File: config.mk
export PLATFORM = sky130hd
export DESIGN_NAME = mfap_ctrl
export DESIGN_NICKNAME = d
export VERILOG_FILES = /design/src/design/mfap_pkg.sv /design/src/design/mfap_ctrl.sv
export SDC_FILE = /design/constraint.sdc
export NUM_CORES = 1
export LEC_CHECK = 0
export ABC_AREA = 0
export BUFFER_PORTS_ARGS = -buffer_cell sky130_fd_sc_hd__buf_2
export CAP_MARGIN = 20
export CORE_AREA = 2 2 39 41
export DETAILED_ROUTE_END_ITERATION = 7
export DIE_AREA = 0 0 41 43
export PLACE_DENSITY = 0.3
export SLEW_MARGIN = 0
export SYNTH_ARGS = -nofsm -noshare
export SYNTH_HDL_FRONTEND = slang
export SYNTH_SLANG_ARGS = --single-unit
File: constraint.sdc
create_clock -name clk -period 1.4 [get_ports clk]
set_input_delay 0.14 -clock clk [delete_from_list [all_inputs] [get_ports clk]]
set_output_delay 0.14 -clock clk [all_outputs]
set_load 0.02 [all_outputs]
File: src/design/mfap_pkg.sv
// Package with the shared types and constants of the max flow block.
`default_nettype none
package mfap_pkg;
  localparam int unsigned MaxNodes = 64;
  localparam int unsigned NodeW = 6;
  localparam int unsigned CapW = 16;
  localparam int unsigned FlowW = 32;
  localparam logic [FlowW-1:0] FlowMax = '1;
  localparam logic [1:0] CfgNodeCount = 2'd0;
  localparam logic [1:0] CfgSource = 2'd1;
  localparam logic [1:0] CfgSink = 2'd2;

  typedef struct packed {
    logic load;
    logic clr;
    logic last;
  } mfap_cmd_t;

  typedef struct packed {
    logic done;
    logic clr_done;
  } mfap_sts_t;
endpackage
`default_nettype wire

File: src/design/mfap_ctrl.sv
// Controller that sequences edge loading, the flow computation and the store clear.
`default_nettype none
module mfap_ctrl import mfap_pkg::*; (
  input  wire logic clk,
  input  wire logic rst_n,
  input  wire logic start,
  input  wire logic in_last_edge,
  input  wire mfap_sts_t sts,
  output logic busy,
  output mfap_cmd_t cmd
);
  typedef enum logic [2:0] {
    S_CLEAR = 3'b001,
    S_LOAD  = 3'b010,
    S_RUN   = 3'b100
  } state_t;

  state_t state_r, state_nxt;

  always_comb begin
    state_nxt = state_r;
    cmd = '0;
    case (state_r)
      S_CLEAR: begin
        cmd.clr = 1'b1;
        if (sts.clr_done) state_nxt = S_LOAD;
      end
      S_LOAD: begin
        if (start) begin
          cmd.load = 1'b1;
          cmd.last = in_last_edge;
          if (in_last_edge) state_nxt = S_RUN;
        end
      end
      S_RUN: begin
        if (sts.done) state_nxt = S_CLEAR;
      end
      default: state_nxt = S_CLEAR;
    endcase
  end

  assign busy = (state_r != S_LOAD);

  always_ff @(posedge clk) begin
    if (!rst_n) state_r <= S_CLEAR;
    else state_r <= state_nxt;
  end

  a_load_only_idle: assert property (@(posedge clk) disable iff (!rst_n)
    cmd.load |-> state_r == S_LOAD) else $error("load outside load state");
  a_last_runs: assert property (@(posedge clk) disable iff (!rst_n)
    cmd.load && cmd.last |=> state_r == S_RUN) else $error("last edge did not start run");
  a_clear_after_run: assert property (@(posedge clk) disable iff (!rst_n)
    state_r == S_RUN && sts.done |=> state_r == S_CLEAR) else $error("no clear after run");
endmodule
`default_nettype wire

# ---- Word level (Yosys, flattened, before mapping)
# Index checks and enable logic that the tools add are counted.
dict set report op_classes {
  eq_ne 8
  muxes 10
  reduce_logical 1
}
# op n
set ops {}
lappend ops {{3-bit 2-to-1 mux} 4}
lappend ops {{3-bit one-hot mux with 3 select lines} 1}
lappend ops {{2-bit != test (second input constant)} 4}
lappend ops {{1-bit 2-to-1 mux} 5}
lappend ops {{4-bit AND reduction} 1}
lappend ops {{3-bit by 1-bit equality test with 1-bit output (second input constant)} 1}
lappend ops {{3-bit by 2-bit equality test with 1-bit output (second input constant)} 1}
lappend ops {{3-bit equality test (second input constant)} 1}
lappend ops {{3-bit by 2-bit != test with 1-bit output (second input constant)} 1}
dict set report word_totals {
  register_bits 3
  output_inout_bits 4
}

# ---- Logic depth before layout (Yosys ltp)
dict set report depth {
  word_depth 3
  mapped_depth 4
  mapped_depth_nobuf 4
}

# ---- Worst setup path before layout
# No wires, ideal clock.
dict set report synth_timing {
  path_type {reg2reg}
  from {register state_r[1]}
  to {register state_r[0]}
  t_arrival_ps 1185
  slack_ps 97
  stages_incl_launch_ff 4
  n_path_buf 0
  synth_period_minus_slack_ps 1303
  cell_sequence {dfxtp_1 > nor3b_1 > and2_1 > o31ai_2}
}
dict set report synth_between {
  elab_chain_len 3
  word_cells_on_any_way 9
}
# item line_no
set synth_rtl {}
lappend synth_rtl {{start: declaration} mfap_ctrl.sv:18} ;# state_t state_r, state_nxt;
lappend synth_rtl {{start signal: assignment} mfap_ctrl.sv:46} ;# else state_r <= state_nxt;
lappend synth_rtl {{3-bit equality test (tied with other cells)} mfap_ctrl.sv:23} ;# case (state_r)
lappend synth_rtl {{2-bit != test (no source line)} n/a}
lappend synth_rtl {{4-bit AND reduction (no source line)} n/a}
# Several ways; a longest one is shown, not always the timed one.
# A chain may end at the register's enable or synchronous reset.

==> metrics.yaml <==
status:
  status: "complete, no violations"
power:
  p_per_area_nw_per_um2: 1060
  power_frac_comb_pct: 13.9
  vdd_drop_max_uv: 132
  power_switching_uw: 69.3
  pwr-share-seq_pct: 33.4
  p_leak_uw: 0.000131
  power_frac_clock_pct: 52.7
  intPower_uw: 217
  swShare_pct: 24.2
  power.total_uw: 287
global_routing:
  grt_max_degree: 7
  antenna_found_initial: 0
  overflow: 0
  first_global_vias: 200
  grt_usage_pct: 7.11
  grt_pass1_wl_um: 779
clock_tree:
  path_clk_slew_ps: 40
  cts_buffers: 3
  clockRootBuffer: "clkbuf_4"
  cts_num_sinks: 3
  clk_latency_ps: 230
  tritoncts: "built"
  cts.htree.levels: 1
  cts.path.max_buffers: 2
  cts_setup_buffers: 0
critical_path:
  crit_buf_inv: 2
  critical_path_required_ps: 1260
  crit_arrival_ps: 1160
  cp_max_fo: 5
  cp_cell_sequence: "inv_1 -> and3_4 -> and2_1 -> buf_2"
  crit_slowest_cell: "dfxtp_1"
  cp_top_family: "flip-flops"
  startpoint_type: "register"
  endpoint_kind: "output pin"
  cpPeakStageDelay_ps: 390
  worstSetupPathType: "reg -> out"
drt:
  firstDrtPassIters: 1
  wl_per_cell_um: 8.45
  ant_nets: 0
  vias: 185
  first_iter_violations: 0
  drt_wl_total_um: 414
  viasPerCell: 3.78
  drc_errors: 0
synthesis:
  synthTopCellsByCount: "nor3b_1 (4), dfxtp_1 (3), inv_1 (3), and2_1 (2)"
  syn-num-nets: 26
  syn_area_um2: 179
  synth_edf_count: 0
  synth.largest_area_cell: "dfxtp_1"
  synth_cell_types: 12
  synthCells: 20
  synth_top_area_share_pct: 33.6
  synth-async-reset-ratio_pct: 0
  synthTopCellsByArea: "dfxtp_1 (34%), nor3b_1 (17%), and2_1 (7.0%)"
  ys.flop_type: "dfxtp_1"
  synth_warnings: 0
  avgSynthCellArea_um2: 8.95
  ys_seq_elements: 3
  synth_most_common_cell: "nor3b_1"
  yosysSeqAreaShare_pct: 33.6
placed_design:
  portBuffers: 9
  post-dp-hpwl_um: 349
  gp_congestion: 0.624
layout:
  drive_gt1_share_pct: 51.5
  n_antenna_cell: 0
  n_fill_cell: 168
  reg.largest.list: "state_r (3)"
  regMostFlops: "state_r"
  largest_reg_flops: 3
  syn_to_final_growth_pct: 51.7
  multi_input_area_um2: 108
  register_area_um2: 61.3
  nets: 40
timing:
  relSlewSlack_pct: 81.9
  rsz0062_at_grt: "no"
  period_share_pct: 92.7
  tightest_slew_ps: 271
  slew_viol_final: 0
  hold_viol: 0
  fin_skew_ps: 5.21
  whs_ps: 103
  clock.fmax_mhz: 771
  finalSetupViolations: 0
  fin_crit_ps: 1300
  setup_tns_ps: 0
die:
  rows: 14
  die_h_um: 43
  start_util_pct: 12.9
  dieArea_um2: 1760
  die_w_um: 41
  core_um2: 1380
  num_io_pins: 10
hold_path:
  hold_class: "in -> reg"
flow_run:
  cap_viol_max_count: 0
==> per-layer routing <==
metal / track usage, % / vias up / wire length [um]
met5: 0 / - / 0
met4: 10.0 / 0 / 0
met3: 1.57 / 0 / 16
met2: 9.38 / 6 / 234
met1: 7.32 / 85 / 163
li1: - / 94 / -
==> power groups by stage <==
stage | Clock, uW | Sequential, uW | Combinational [uW]
2_1_floorplan | 0 | 94.9 | 25.4
3_3_place_gp | 0 | 96.5 | 40.2
3_5_place_dp | 0 | 96.3 | 40.5
4_1_cts | 161 | 95.0 | 40.6
5_1_grt | 171 | 97.1 | 44.2
6_report | 151 | 95.8 | 39.7
==> layout make-up <==
type                       count  area share, %
multi-input combinational     14           39.6
inverter                       3           4.15
sequential                     3           22.6
tap                           16           7.37
timing repair buffer           9           16.6
clock buffer                   4           9.68
==> placed cells by master (no fill, tap or decap) <==
| cell type | n |
|---|---|
| a31oi_1 | 1 |
| dfxtp_1 | 2 |
| dfxtp_2 | 1 |
| inv_1 | 2 |
| and2_4 | 1 |
| o211a_1 | 1 |
| buf_2 | 9 |
| nor2_1 | 1 |
| nand2_1 | 1 |
| and3_4 | 1 |
| clkbuf_4 | 3 |
| o31ai_2 | 1 |
| and3b_1 | 1 |
| and2_1 | 2 |
| nor3b_1 | 4 |
| inv_2 | 1 |
| clkbuf_1 | 1 |
==> final timing paths <==
| check | from | endpoint | slack (ps) | cells past startpoint |
|---|---|---|---|---|
| setup / recovery | state_r[2] | cmd[2] | 100 | 4 |
| hold / removal | rst_n | state_r[0] | 100 | 2 |
| setup reg to reg | state_r[2] | state_r[0] | 370 | 3 |
| hold reg to reg | state_r[2] | state_r[1] | 500 | 1 |
==> cell families (layout without fill, tap and decap cells) <==
kind of cell    count (synthesis)  count (layout)  share of synthesized area (%)
compound gates                  3               3                           16.1
simple gates                   11              11                           44.1
buf+inv                         3              16                           6.29
flops                           3               3                           33.6
==> what timing repair did <==
item / 4_1_cts / 5_1_grt
resized for setup: 0 / 2
setup endpoints to repair: 0 / 1
hold buffers: 0 / 0
==> worst register-to-register path, stage by stage, from the launching register on <==
cell     delay [ps]
dfxtp_1         390
nor3b_1         290
and2_4          190
o31ai_2          50
==> metrics by stage <==
stage	instance area, um2	instances	setup WS, ps	util [%]
after floorplan	179	20	97.0	-
after global placement	244	45	346	17.6
after detailed placement	244	45	336	17.6
after CTS	270	49	70.2	19.5
after global routing	272	49	24.4	19.6
final	272	49	102	19.6
(Power assumes the default switching activity.)
